### config.mk
export PLATFORM = sky130hd
export DESIGN_NAME = counter_to_rate_meter
export DESIGN_NICKNAME = d
export VERILOG_FILES = /design/src/rtl/core/ctrm_pkg.sv /design/src/rtl/core/ctrm_alu.sv /design/src/rtl/core/counter_to_rate_meter.sv
export SDC_FILE = /design/constraint.sdc
export NUM_CORES = 1
export LEC_CHECK = 0
export BUFFER_PORTS_ARGS = -buffer_cell sky130_fd_sc_hd__buf_2
export CORE_MARGIN = 4
export CORE_UTILIZATION = 35
export CTS_BUF_LIST = sky130_fd_sc_hd__clkbuf_4
export DETAILED_ROUTE_END_ITERATION = 7
export GPL_ROUTABILITY_DRIVEN = 1
export PLACE_DENSITY = 0.59
export SETUP_SLACK_MARGIN = 0.1
export SLEW_MARGIN = 20
export SYNTH_ARGS = -nofsm -noshare
export SYNTH_HDL_FRONTEND = slang
export SYNTH_SLANG_ARGS = --single-unit
export TNS_END_PERCENT = 100
### constraint.sdc
create_clock -name clk -period 13.7 [get_ports clk]
set_input_delay 2.74 -clock clk [delete_from_list [all_inputs] [get_ports clk]]
set_output_delay 2.74 -clock clk [all_outputs]
set_load 0.005 [all_outputs]
### src/rtl/core/ctrm_pkg.sv
// Shared types and constants for the counter-to-rate meter.
// Used by ctrm_alu and counter_to_rate_meter; depends on nothing else.
`default_nettype none

package ctrm_pkg;

  // Field widths.
  localparam int unsigned VALUE_W = 64;
  localparam int unsigned TIME_W  = 64;
  localparam int unsigned RATE_W  = 64;
  localparam int unsigned STAT_W  = 2;

  // The shared subtractor is one bit wider than a sample so that it can take
  // the shifted partial remainder of the long division.
  localparam int unsigned ALU_W = VALUE_W + 1;

  // Fixed point scaling: timestamps carry TIME_FRAC_BITS fraction bits and
  // the rate carries RATE_FRAC_BITS. The numerator is delta shifted by both.
  localparam int unsigned TIME_FRAC_BITS = 30;
  localparam int unsigned RATE_FRAC_BITS = 16;
  localparam int unsigned SCALE_SHIFT    = TIME_FRAC_BITS + RATE_FRAC_BITS;

  // A counter whose old value fits in this many bits is taken to wrap there.
  localparam int unsigned WRAP_NARROW_W = 32;

  // One quotient bit per division step.
  localparam int unsigned DIV_STEPS = RATE_W;
  localparam int unsigned STEP_W    = $clog2(DIV_STEPS);

  typedef enum logic [STAT_W-1:0] {
    STATUS_RATE     = 2'd0,
    STATUS_BAD_TIME = 2'd1,
    STATUS_FIRST    = 2'd2
  } status_t;

  typedef enum logic [2:0] {
    S_IDLE,
    S_TCMP,
    S_DELTA,
    S_SAT,
    S_DIV,
    S_OUT
  } state_t;

endpackage

`default_nettype wire

### src/rtl/core/ctrm_alu.sv
// Shared subtract and compare unit of the counter-to-rate meter.
// Depends on ctrm_pkg for its width.
`default_nettype none

module ctrm_alu (
  input  wire logic [ctrm_pkg::ALU_W-1:0] op_a,
  input  wire logic [ctrm_pkg::ALU_W-1:0] op_b,
  output logic      [ctrm_pkg::ALU_W-1:0] diff,
  output logic                            borrow
);

  // A borrow means op_a is below op_b.
  assign {borrow, diff} = {1'b0, op_a} - {1'b0, op_b};

endmodule

`default_nettype wire

### src/rtl/core/counter_to_rate_meter.sv
// Top level of the counter-to-rate meter: sequencer, state and datapath.
// Depends on ctrm_pkg and ctrm_alu.
`default_nettype none

// The meter takes one counter reading with its timestamp per request and
// returns one result per request. It holds the previous reading and time.
// A timestamp that does not move forward clears the held sample and returns
// status 1; a reading taken while no sample is held is stored and returns
// status 2; otherwise the counter increase since the held sample (wrapping
// at 32 bits when the old reading fits in 32 bits, else at 64 bits) is
// divided by the elapsed time and returned with status 0 as counts per
// second in unsigned Q48.16, saturating to all ones. Timestamps count in
// units of 2^-30 s. All arithmetic runs through one 65-bit subtractor that
// a small sequencer reuses: a time compare, a counter delta, an overflow
// check and then one restoring long division step per quotient bit. A rate
// result that the overflow check finds to saturate skips the division; a
// status 1 or status 2 result skips the delta, the check and the division.
// The result stays on the output until it is taken, and in_stall is high
// from the accepted request until its result has been taken, so one
// request is worked on at a time.
module counter_to_rate_meter (
  input  wire logic        clk,
  input  wire logic        rst_n,

  input  wire logic        in_valid,
  output logic             in_stall,
  input  wire logic [63:0] in_sample_value,
  input  wire logic [63:0] in_sample_time,

  output logic             out_valid,
  input  wire logic        out_stall,
  output logic [1:0]       out_status,
  output logic [63:0]      out_rate
);

  localparam int unsigned VW = ctrm_pkg::VALUE_W;
  localparam int unsigned AW = ctrm_pkg::ALU_W;
  localparam int unsigned NW = 2 * VW;

  ctrm_pkg::state_t state_r, state_nxt;

  // Held sample.
  logic [VW-1:0] prev_count_r;
  logic [ctrm_pkg::TIME_W-1:0] prev_time_r;

  // Request being worked on.
  logic [VW-1:0] value_r;
  logic [ctrm_pkg::TIME_W-1:0] time_r;

  // Division registers: divisor, partial remainder, remaining numerator
  // bits and the quotient built so far.
  logic [ctrm_pkg::TIME_W-1:0] dt_r;
  logic [VW-1:0] rem_r;
  logic [VW-1:0] lo_r;
  logic [ctrm_pkg::RATE_W-1:0] quo_r;
  logic [ctrm_pkg::STEP_W-1:0] step_r;

  // Result register.
  ctrm_pkg::status_t status_r;
  logic [ctrm_pkg::RATE_W-1:0] rate_r;

  logic [AW-1:0] alu_a, alu_b, alu_diff;
  logic          alu_borrow;

  logic          in_take, out_take;
  logic          time_bad, no_sample, wrap_narrow;
  logic [VW-1:0] delta;
  logic [NW-1:0] numer;
  logic [AW-1:0] rem_shift;

  assign in_take  = in_valid && !in_stall;
  assign out_take = out_valid && !out_stall;

  ctrm_alu u_alu (
    .op_a   (alu_a),
    .op_b   (alu_b),
    .diff   (alu_diff),
    .borrow (alu_borrow)
  );

  // In the time compare cycle: a borrow or a zero difference means the new
  // timestamp is not later than the held one.
  assign time_bad  = alu_borrow || (alu_diff == '0);
  assign no_sample = (prev_time_r == '0);

  // In the delta cycle: when the counter went down and the old reading fits
  // in 32 bits, the new reading is below it too, so the 32-bit wrapped
  // increase is just the low half of the 64-bit difference.
  assign wrap_narrow = alu_borrow &&
                       (prev_count_r[VW-1:ctrm_pkg::WRAP_NARROW_W] == '0);
  assign delta = wrap_narrow ?
                 {{(VW - ctrm_pkg::WRAP_NARROW_W){1'b0}},
                  alu_diff[ctrm_pkg::WRAP_NARROW_W-1:0]} :
                 alu_diff[VW-1:0];

  // The scaled numerator is delta shifted left by the fixed point scale; its
  // upper half starts the remainder and its lower half feeds the steps.
  assign numer = {{VW{1'b0}}, delta} << ctrm_pkg::SCALE_SHIFT;

  // Each division step brings down the next numerator bit.
  assign rem_shift = {rem_r, lo_r[VW-1]};

  // Subtractor operand selection.
  always_comb begin
    alu_a = '0;
    alu_b = '0;
    unique case (state_r)
      ctrm_pkg::S_TCMP: begin
        alu_a = {1'b0, time_r};
        alu_b = {1'b0, prev_time_r};
      end
      ctrm_pkg::S_DELTA: begin
        alu_a = {1'b0, value_r};
        alu_b = {1'b0, prev_count_r};
      end
      ctrm_pkg::S_SAT: begin
        // The quotient overflows 64 bits exactly when the upper numerator
        // half is not below the divisor.
        alu_a = {1'b0, rem_r};
        alu_b = {1'b0, dt_r};
      end
      ctrm_pkg::S_DIV: begin
        alu_a = rem_shift;
        alu_b = {1'b0, dt_r};
      end
      ctrm_pkg::S_IDLE, ctrm_pkg::S_OUT: begin
        alu_a = '0;
        alu_b = '0;
      end
      default: begin
        alu_a = '0;
        alu_b = '0;
      end
    endcase
  end

  // Next state.
  always_comb begin
    state_nxt = state_r;
    unique case (state_r)
      ctrm_pkg::S_IDLE: begin
        if (in_take) state_nxt = ctrm_pkg::S_TCMP;
      end
      ctrm_pkg::S_TCMP: begin
        if (time_bad || no_sample) state_nxt = ctrm_pkg::S_OUT;
        else                       state_nxt = ctrm_pkg::S_DELTA;
      end
      ctrm_pkg::S_DELTA: begin
        state_nxt = ctrm_pkg::S_SAT;
      end
      ctrm_pkg::S_SAT: begin
        if (!alu_borrow) state_nxt = ctrm_pkg::S_OUT;
        else             state_nxt = ctrm_pkg::S_DIV;
      end
      ctrm_pkg::S_DIV: begin
        if (step_r == '0) state_nxt = ctrm_pkg::S_OUT;
      end
      ctrm_pkg::S_OUT: begin
        if (out_take) state_nxt = ctrm_pkg::S_IDLE;
      end
      default: begin
        state_nxt = ctrm_pkg::S_IDLE;
      end
    endcase
  end

  // Handshake outputs.
  always_comb begin
    in_stall  = 1'b1;
    out_valid = 1'b0;
    unique case (state_r)
      ctrm_pkg::S_IDLE: in_stall  = 1'b0;
      ctrm_pkg::S_OUT:  out_valid = 1'b1;
      ctrm_pkg::S_TCMP, ctrm_pkg::S_DELTA, ctrm_pkg::S_SAT,
      ctrm_pkg::S_DIV: begin
        in_stall  = 1'b1;
        out_valid = 1'b0;
      end
      default: begin
        in_stall  = 1'b1;
        out_valid = 1'b0;
      end
    endcase
  end

  assign out_status = status_r;
  assign out_rate   = rate_r;

  // Control state and the held sample.
  always_ff @(posedge clk) begin
    if (!rst_n) begin
      state_r      <= ctrm_pkg::S_IDLE;
      prev_count_r <= '0;
      prev_time_r  <= '0;
    end else begin
      state_r <= state_nxt;
      if (state_r == ctrm_pkg::S_TCMP) begin
        if (time_bad) begin
          prev_count_r <= '0;
          prev_time_r  <= '0;
        end else if (no_sample) begin
          prev_count_r <= value_r;
          prev_time_r  <= time_r;
        end
      end else if (state_r == ctrm_pkg::S_DELTA) begin
        // Elapsed time was captured in the time compare state and delta is
        // captured now, so the new sample can replace the held one.
        prev_count_r <= value_r;
        prev_time_r  <= time_r;
      end
    end
  end

  // Datapath registers.
  always_ff @(posedge clk) begin
    unique case (state_r)
      ctrm_pkg::S_IDLE: begin
        if (in_take) begin
          value_r <= in_sample_value;
          time_r  <= in_sample_time;
        end
      end
      ctrm_pkg::S_TCMP: begin
        dt_r     <= alu_diff[ctrm_pkg::TIME_W-1:0];
        rate_r   <= '0;
        if (time_bad)       status_r <= ctrm_pkg::STATUS_BAD_TIME;
        else if (no_sample) status_r <= ctrm_pkg::STATUS_FIRST;
        else                status_r <= ctrm_pkg::STATUS_RATE;
      end
      ctrm_pkg::S_DELTA: begin
        rem_r <= numer[NW-1:VW];
        lo_r  <= numer[VW-1:0];
      end
      ctrm_pkg::S_SAT: begin
        quo_r  <= '0;
        step_r <= ctrm_pkg::STEP_W'(ctrm_pkg::DIV_STEPS - 1);
        if (!alu_borrow) rate_r <= '1;
      end
      ctrm_pkg::S_DIV: begin
        // Restoring step: keep the difference when the shifted remainder
        // is not below the divisor, and shift in the quotient bit.
        if (!alu_borrow) rem_r <= alu_diff[VW-1:0];
        else             rem_r <= rem_shift[VW-1:0];
        lo_r   <= {lo_r[VW-2:0], 1'b0};
        quo_r  <= {quo_r[ctrm_pkg::RATE_W-2:0], !alu_borrow};
        step_r <= step_r - 1'b1;
        if (step_r == '0) rate_r <= {quo_r[ctrm_pkg::RATE_W-2:0], !alu_borrow};
      end
      ctrm_pkg::S_OUT: begin
      end
      default: begin
      end
    endcase
  end

endmodule

`default_nettype wire
Word level (Yosys, flattened, before mapping) --
Cells that the tools add are included.
Cells by class: reductions and logical operators 21, muxes and demuxes 28, $add $sub $neg 2, equality and inequality tests 10
Operators with widths (number):
- $mux W64 | 12
- $pmux W64 S3 | 2
- $pmux W65 S4 | 1
- $pmux W64 S2 | 2
- $pmux W63 S2 | 1
- $sub A65 B64 Y66 | 1
- $logic_not A65 Y1 | 1
- $logic_not A64 Y1 | 1
- $logic_not A32 Y1 | 1
- $pmux W3 S6 | 1
- $mux W3 | 4
- $pmux W6 S2 | 1
- $ne A2 B2 Y1 const B | 4
- $eq A3 B2 Y1 const B | 2
- $eq A3 B3 Y1 const B | 2
- $logic_not A6 Y1 | 1
- $reduce_and A3 Y1 | 2
- $reduce_bool A2 Y1 | 3
- $sub A6 B1 Y6 const B | 1
- $reduce_and A2 Y1 | 2
- $eq A3 B1 Y1 const B | 1
- $logic_and A1 B1 Y1 | 3
- $logic_not A3 Y1 | 1
- $mux W1 | 3
- 6 further kinds | 8
Word-level totals: bits of input ports 132, output and inout bits 68, flip-flop bits (word level) 586, word-level logic and storage cells 73

Longest topological paths before layout --
Gate-level depths: netlist (run 1).
word-level depth 9, gate-level depth with buffers 26

Modules after synthesis --
From an unflattened synthesis (run 1), not the netlist that was laid out.
Second synthesis, totals: cell total of the unflattened synthesis 2591, area total of the unflattened synthesis 28091.9 um2
Modules (own cells, without submodules):
- counter_to_rate_meter | area each 24135.6 um2, cells an instance 1994, instances 1
- ctrm_alu | area each 3956.3 um2, cells an instance 597, instances 1

Least setup slack after synthesis (run 1) --
Ideal clock, no wire load.
kind register to register, from reg state_r[0], to reg rate_r (netlist bit out_rate[0]) (enable), period minus slack after synthesis 9719 ps, library setup time 486 ps, arrival 9233 ps, slack 3981 ps, cell stages (with the launch flop) 24, path through dfxtp_1 -> clkbuf_1 -> nor2b_1 -> nor2b_1 -> clkbuf_1 -> clkbuf_1 -> clkbuf_1 -> a22o_1 -> a221oi_1 -> ha_1 -> nand2b_1 -> a211oi_1 -> buf_2 -> o211ai_1 -> a31oi_1 -> nor3_1 -> o21ai_0 -> nand2_1 -> a21o_1 -> nand2_1 -> buf_1 -> clkbuf_1 -> a21oi_1 -> nor2_1
On the way: longest elaborated chain between the ends 6, elaborated cells between the ends (all ways) 12, classes of those cells add/sub (1); eq/ne (6); mux (2); reduce/logical (3)
Ends and longest elaborated chain:
- from (decl) | RTL line counter_to_rate_meter.sv:40 | ctrm_pkg::state_t state_r, state_nxt;
- from (signal assigned) | RTL line counter_to_rate_meter.sv:192 | state_r <= ctrm_pkg::S_IDLE;
- from (signal assigned) | RTL line counter_to_rate_meter.sv:196 | state_r <= state_nxt;
- $eq A3 B3 Y1 or $eq A3 B2 Y1 (tied branches) | RTL line counter_to_rate_meter.sv:107, counter_to_rate_meter.sv:216
- $reduce_or A2 Y1 (no line)
- $pmux W64 S3 | RTL line counter_to_rate_meter.sv:107 | unique case (state_r)
- $sub A65 B64 Y66 | RTL line ctrm_alu.sv:13 | assign {borrow, diff} = {1'b0, op_a} - {1'b0, op_b};
- $ne A2 B2 Y1 (no line)
- $reduce_and A3 Y1 (no line) *
- to (signal assigned) | RTL line counter_to_rate_meter.sv:247 | if (step_r == '0) rate_r <= {quo_r[ctrm_pkg::RATE_W-2:0], !alu_borrow};
- to (decl) | RTL line counter_to_rate_meter.sv:60 | logic [ctrm_pkg::RATE_W-1:0] rate_r;
Every way passes the cells marked *; elsewhere a longest branch is shown, timed or not. A chain may end at the register's enable or synchronous reset.

Final worst setup path (run 1) --
from reg state_r[2], to reg prev_time_r[30] (netlist bit)
On the way: longest elaborated chain between the ends 8, elaborated cells between the ends (all ways) 15, classes of those cells add/sub (1); eq/ne (5); mux (4); reduce/logical (5)
Ends and longest elaborated chain:
- $eq A3 B3 Y1 or $eq A3 B2 Y1 (tied branches) | RTL line counter_to_rate_meter.sv:107
- $reduce_or A2 Y1 (no line)
- $pmux W64 S3 | RTL line counter_to_rate_meter.sv:107
- $sub A65 B64 Y66 * | RTL line ctrm_alu.sv:13
- via alu_diff[47] | RTL line counter_to_rate_meter.sv:62 | logic [AW-1:0] alu_a, alu_b, alu_diff;
- $logic_not A65 Y1 * | RTL line counter_to_rate_meter.sv:83 | assign time_bad = alu_borrow || (alu_diff == '0);
- $logic_or A1 B1 Y1 * | RTL line counter_to_rate_meter.sv:83
- $ne A3 B3 Y1 (no line) or $mux W64 (tied branches)
- $reduce_and A2 Y1 (no line) or $mux W64 (tied branches)
- to (signal assigned) | RTL line counter_to_rate_meter.sv:203 | prev_time_r <= time_r;
- to (signal assigned) | RTL line counter_to_rate_meter.sv:209 | prev_time_r <= time_r;
- to (decl) | RTL line counter_to_rate_meter.sv:44 | logic [ctrm_pkg::TIME_W-1:0] prev_time_r;
Mark *: on every way through the listed nets, which the timed path passes. The rest lies on a longest branch.

==> qor.txt, run 1 <==
outcome -> finished, final reports clean
Syn Nets -> 2695
routed len/inst -> 24.2 µm
Area contributors post-synth -> edfxtp_1 45%, dfxtp_1 9.6%, a32o_1 4.7%
maximum fanout along the worst path -> 103
DR vias/cell -> 5.90
CP Launch Type -> flip-flop
DRT iter0 DRCs -> 2224
synthesis-stage register bit count -> 540
layout net count -> 2889
clock sinks -> 540
Avg Cell Area, Syn -> 11.0 µm²
GPL Wtd Cong -> 0.975
root buf cell -> clkbuf_4
DRT antenna net count -> 0
drt pass-1 iters -> 5
I/O pins -> 200
Die Span Y -> 288 µm
max_slew headroom -> 0.183
mux cell area share after synthesis -> 0.0336
Setup TNS -> 0 ns
final WL -> 93300 µm
fmax -> 106 MHz
Synth top area share -> 0.448
crit path cell chain -> buf_4, nor2b_1, nor2b_4, buf_4, a22o_1, a221o_1, ha_1, nand4_1, nor3_1, nand3_1, a311oi_1, nor3_1, xor2_1, inv_1, a2111oi_0, nand4_1, nor4b_1, and4_1, o31ai_4, buf_4, buf_4, a32o_1
unrepaired setup endpoints after global routing -> no
Tcrit/Tclk final -> 0.686
CP Class -> reg -> reg
crit path time final -> 9.40 ns
sequential area share after synthesis -> 0.544
pin count of the biggest net entering global routing -> 104
largest delay contributor family on the critical path -> simple AND/OR/NAND/NOR gates
Initial Util -> 0.353
Setup crit end kind -> flip-flop
placeable core area -> 77600 µm²
clock latency on the worst-skew pair -> 1.01 ns
first-pass GRT wire length -> 141000 µm
initial antenna violation count -> 2
GR Overflow Total -> 0
Layout area overhead -> 14.4%
die footprint -> 82900 µm²
fill count -> 7570
# resized after CTS -> 0
Worst EP required -> 14.54 ns
Die Span X -> 288 µm
Setup Skew -> 0.0775 ns
final setup fails -> 0
mapped cell area -> 27400 µm²
clock buffer depth -> 3
slowest cell delay on critical path -> 1.01 ns
Vias -> 22800
min-delay worst type -> reg -> reg
Tightest Pin Transition -> 1.22 ns
# port buffers -> 199
WP data arrival -> 10.25 ns
DRC viols -> 0
post-detail-place hpwl -> 67000 µm
Netlist cell types -> 82
CTS tree -> yes
Post-synth EDFFs -> 409
total track usage -> 0.221
XOR/XNOR Fraction of Synth Area -> 0.0144
fraction of layout cells with a size suffix above 1 -> 0.227
simple-gate share of the synthesized area -> 0.129
Max Cap Viol -> 0
leading cell type in the layout, fill and taps excluded -> edfxtp_1
largest family of logic cells by synthesized area -> compound AO/OA/AOI/OAI gates
Synth Area in Compound Gates -> 0.213
vias in the first global route -> 22400
TritonCTS Buffers -> 148
final hold viol count -> 0
Worst Path Buf+Inv -> 5
postcts setup bufs -> 0
asr flop ratio synth -> 0
Final Max Tran Viols -> 0
Post-Synth Adder-Cell Area -> 0.0308
commonest cells after routing, fill and taps aside -> 409 x edfxtp_1, 220 x clkbuf_4, 204 x nand2_1, 199 x a21oi_1, 199 x buf_2
Synth Warn # -> 0
Rows -> 102
Synth Flop Type -> edfxtp_1
Post-CTS Hold Fix Bufs -> 0
Synth area leader -> edfxtp_1
CTS clk-pin slew, worst paths -> 0.07 ns
slowest CP cell -> dfxtp_4
most used cell, CP -> buf_4
H-tree Lvls -> 4
Post-Syn Instances -> 2496
[per-layer routing]
layer  vias up  share of wire  GRT usage
li1      10200              -          -
met1     11300           0.44      0.303
met2      1062           0.45      0.345
met3       185          0.075     0.0420
met4         0          0.035     0.0880
met5         -              0          0
[synth_stat cells (6+ instances only)]
cell type    n
mux2_2      65
nand2b_1    17
a22oi_1     65
and2_1      16
a22o_1      65
buf_2       37
nand2_1    207
or2_2       55
inv_1       51
buf_1       12
nor2b_1      9
nor4_1      37
clkbuf_1   144
mux2i_1     19
o211ai_1    14
a31oi_1     19
edfxtp_1   409
xor2_1      19
o21ai_1     21
nand3_1     31
dfxtp_1    131
ha_1        66
a21o_1      21
o22ai_1     33
a21oi_1    199
o31ai_1     11
o21ai_0     60
nor3_1      36
or3_1       11
nand4_1     39
a221oi_1     6
o21a_1       6
a32o_1     130
nor2_1     185
xnor2_1     26
a221o_1     66
and3_1      68
a311oi_1     6
a211oi_1    15
[through the flow]
stage	cells	util	setup slack (ns)	hold slack (ns)	area [µm²]
2_1_floorplan	2496	-	3.98	0.458	27400
6_report	3861	0.404	4.30	0.481	31400
3_3_place_gp	3580	0.378	4.75	0.475	29300
4_1_cts	3854	0.404	4.48	0.497	31300
5_1_grt	3861	0.404	3.91	0.513	31400
3_5_place_dp	3580	0.378	4.54	0.482	29300
[worst reg2reg max path: cells and delay by family (launching register included)]
family                     cells  cell delay, ns
DFF                            1            1.01
adders and majority gates      1            0.54
xor gates and xnor gates       1            0.57
buffers and inverters          5            1.87
AOI/OAI and AO/OA              6            2.40
and+or+nand+nor                9            2.85
[cells by family after synthesis]
| family | Yosys count |
|---|---|
| mux | 84 |
| buf+inv | 246 |
| flops | 540 |
| simple gates | 728 |
| xor+xnor | 45 |
| fa+ha+maj | 67 |
| compound gates | 786 |
[final timing paths]
path	start	endpoint	slack, ns	depth (start not counted)
worst max-delay path	state_r[2]$_SDFFE_PN0P_	prev_time_r[30]$_SDFFE_PN0P_	4.30	22
worst min-delay path	value_r[36]$_DFFE_PP_	prev_count_r[36]$_SDFFE_PN0P_	0.48	1
worst max register to register	state_r[2]$_SDFFE_PN0P_	prev_time_r[30]$_SDFFE_PN0P_	4.30	22
worst min register to register	value_r[36]$_DFFE_PP_	prev_count_r[36]$_SDFFE_PN0P_	0.48	1
[layout make-up]
cell class	count	area, µm²	area share
sequential	540	14900	0.475
multi-input combinational	1710	11700	0.371
clock buffer	220	1650	0.0526
tap	1040	1300	0.0415
timing repair buffer	238	1290	0.0411
clock inverter	54	353	0.0112
inverter	52	195	0.00622
antenna	7	17.5	0.000558
[registers in the layout (all words and copies together) (netlist names), 63 cells and up]
signal        cells
prev_count_r     64
prev_time_r      64
time_r           64
rem_r            64
value_r          64
quo_r            63
out_rate         64
dt_r             64
Power of run 1 is not shown: default switching activity piles up to over one toggle a cycle in this logic, so the estimate is an artifact.
==> inputs of run 2 (changes only) <==
Settings changed: PLACE_DENSITY 0.59 to 0.61.
Clock period 13.7 ns to 8.1 ns, I/O delays scaled along.
==> qor.txt, run 2 (synthesis results as in run 1) <==
DR vias/cell -> 5.88 (was 5.90)
first-pass GRT wire length -> 139000 µm (was 141000 µm)
placeable core area -> 77600 µm² (unchanged)
TritonCTS Buffers -> 150 (was 148)
root buf cell -> clkbuf_4 (unchanged)
total track usage -> 0.219 (was 0.221)
Tcrit/Tclk final -> 0.855 (was 0.686)
slack of the critical path -> 1.17 ns (was 4.30 ns)
final hold viol count -> 0 (unchanged)
DP Area -> 29700 µm² (was 29300 µm²)
postcts setup bufs -> 0 (unchanged)
clock buffer depth -> 3 (unchanged)
Worst EP required -> 8.94 ns (was 14.54 ns)
crit path time final -> 6.93 ns (was 9.40 ns)
Post-CTS Hold Fix Bufs -> 0 (unchanged)
Die Span X -> 288 µm (unchanged)
# resized after CTS -> 0 (unchanged)
min-delay worst type -> reg -> reg (unchanged)
WP data arrival -> 7.76 ns (was 10.25 ns)
clock sinks -> 540 (unchanged)
# port buffers -> 199 (unchanged)
CTS tree -> yes (unchanged)
H-tree Lvls -> 4 (unchanged)
DRC viols -> 0 (unchanged)
CTS clk-pin slew, worst paths -> 0.06 ns (was 0.07 ns)
Tightest Pin Transition -> 1.03 ns (was 1.22 ns)
drt pass-1 iters -> 6 (was 5)
post-detail-place hpwl -> 67300 µm (was 67000 µm)
Final Max Tran Viols -> 0 (unchanged)
Die Span Y -> 288 µm (unchanged)
clock latency on the worst-skew pair -> 1.01 ns (about the same)
final WL -> 93000 µm (was 93300 µm)
fraction of layout cells with a size suffix above 1 -> 0.238 (was 0.227)
DP Cell Count -> 3614 (was 3580)
final std cells w/o fill -> 3893 (was 3861)
max_slew headroom -> 0.310 (was 0.183)
I/O pins -> 200 (unchanged)
unrepaired setup endpoints after global routing -> no (unchanged)
fmax -> 144 MHz (was 106 MHz)
Vias -> 22900 (was 22800)
vias in the first global route -> 22700 (was 22400)
commonest cells after routing, fill and taps aside -> 409 x edfxtp_1, 230 x clkbuf_4, 204 x nand2_1, 199 x a21oi_1, 199 x buf_2 (was 409 x edfxtp_1, 220 x clkbuf_4, 204 x nand2_1, 199 x a21oi_1, 199 x buf_2)
leading cell type in the layout, fill and taps excluded -> edfxtp_1 (unchanged)
cell area after layout -> 31800 µm² (was 31400 µm²)
Rows -> 102 (unchanged)
layout net count -> 2925 (was 2889)
outcome -> finished, final reports clean (unchanged)
pin count of the biggest net entering global routing -> 130 (was 104)
routed len/inst -> 23.9 µm (was 24.2 µm)
Setup crit end kind -> flip-flop (unchanged)
Setup Skew -> 0.0707 ns (was 0.0775 ns)
GR Overflow Total -> 0 (unchanged)
Setup WS pre-CTS -> 1.44 ns (was 4.54 ns)
die footprint -> 82900 µm² (unchanged)
DRT antenna net count -> 0 (unchanged)
GPL Wtd Cong -> 0.982 (was 0.975)
final setup fails -> 0 (unchanged)
CP Class -> reg -> reg (unchanged)
DRT iter0 DRCs -> 2270 (was 2224)
initial antenna violation count -> 3 (was 2)
maximum fanout along the worst path -> 129 (was 103)
Max Cap Viol -> 0 (unchanged)
Initial Util -> 0.353 (unchanged)
Layout area overhead -> 15.8% (was 14.4%)
CP Launch Type -> flip-flop (unchanged)
Setup TNS -> 0 ns (unchanged)
## run 2: area by class of cell
type | count | area, µm²
Clock buffer | 230 | 1730
Clock inverter | 47 | 324
Antenna cell | 2 | 5.00
Fill cell | 7583 | 45800
Inverter | 52 | 195
Sequential cell | 540 | 14900
Multi-Input combinational cell | 1710 | 11700
Tap cell | 1040 | 1300
Timing Repair Buffer | 272 | 1630
## run 2: stage by stage
step | util | hold slack (ns)
after floorplan | - | 0.458
after global placement | 0.383 | 0.475
after detailed placement | 0.383 | 0.479
after CTS | 0.409 | 0.441
after global routing | 0.409 | 0.465
final | 0.409 | 0.452
## run 2: worst max-delay path: stages, from the launching register on
cell and delay, ns:
dfxtp_4 0.61, nor2b_4 0.67, buf_12 0.26, a22oi_1 0.11
nor2_1 0.10, a21oi_1 0.07, ha_1 0.41, nand2_1 0.09
a211oi_1 0.47, o211ai_1 0.29, a211oi_1 0.77, nor3_1 0.19
o41a_1 0.48, xnor2_1 0.14, buf_4 0.18, or3_1 0.37
nor3_1 0.28, and4_1 0.42, o31ai_4 0.11, buf_12 0.27
a32o_1 0.35
## run 2: worst paths after layout
path / start / endpoint / slack, ns / cells after the start
hold / removal: time_r[38]$_DFFE_PP_ / prev_time_r[38]$_SDFFE_PN0P_ / 0.45 / 1
hold reg to reg: time_r[38]$_DFFE_PP_ / prev_time_r[38]$_SDFFE_PN0P_ / 0.45 / 1
setup / recovery: state_r[0]$_SDFFE_PN0P_ / prev_count_r[33]$_SDFFE_PN0P_ / 1.17 / 20
setup reg to reg: state_r[0]$_SDFFE_PN0P_ / prev_count_r[33]$_SDFFE_PN0P_ / 1.17 / 20
## run 2: metal layers
layer / wire, µm / global-route usage
met5: 13 / 0
met2: 42600 / 0.343
met1: 40400 / 0.296
met3: 6870 / 0.0458
met4: 3180 / 0.0876
Power of run 2 is left out for the same reason.
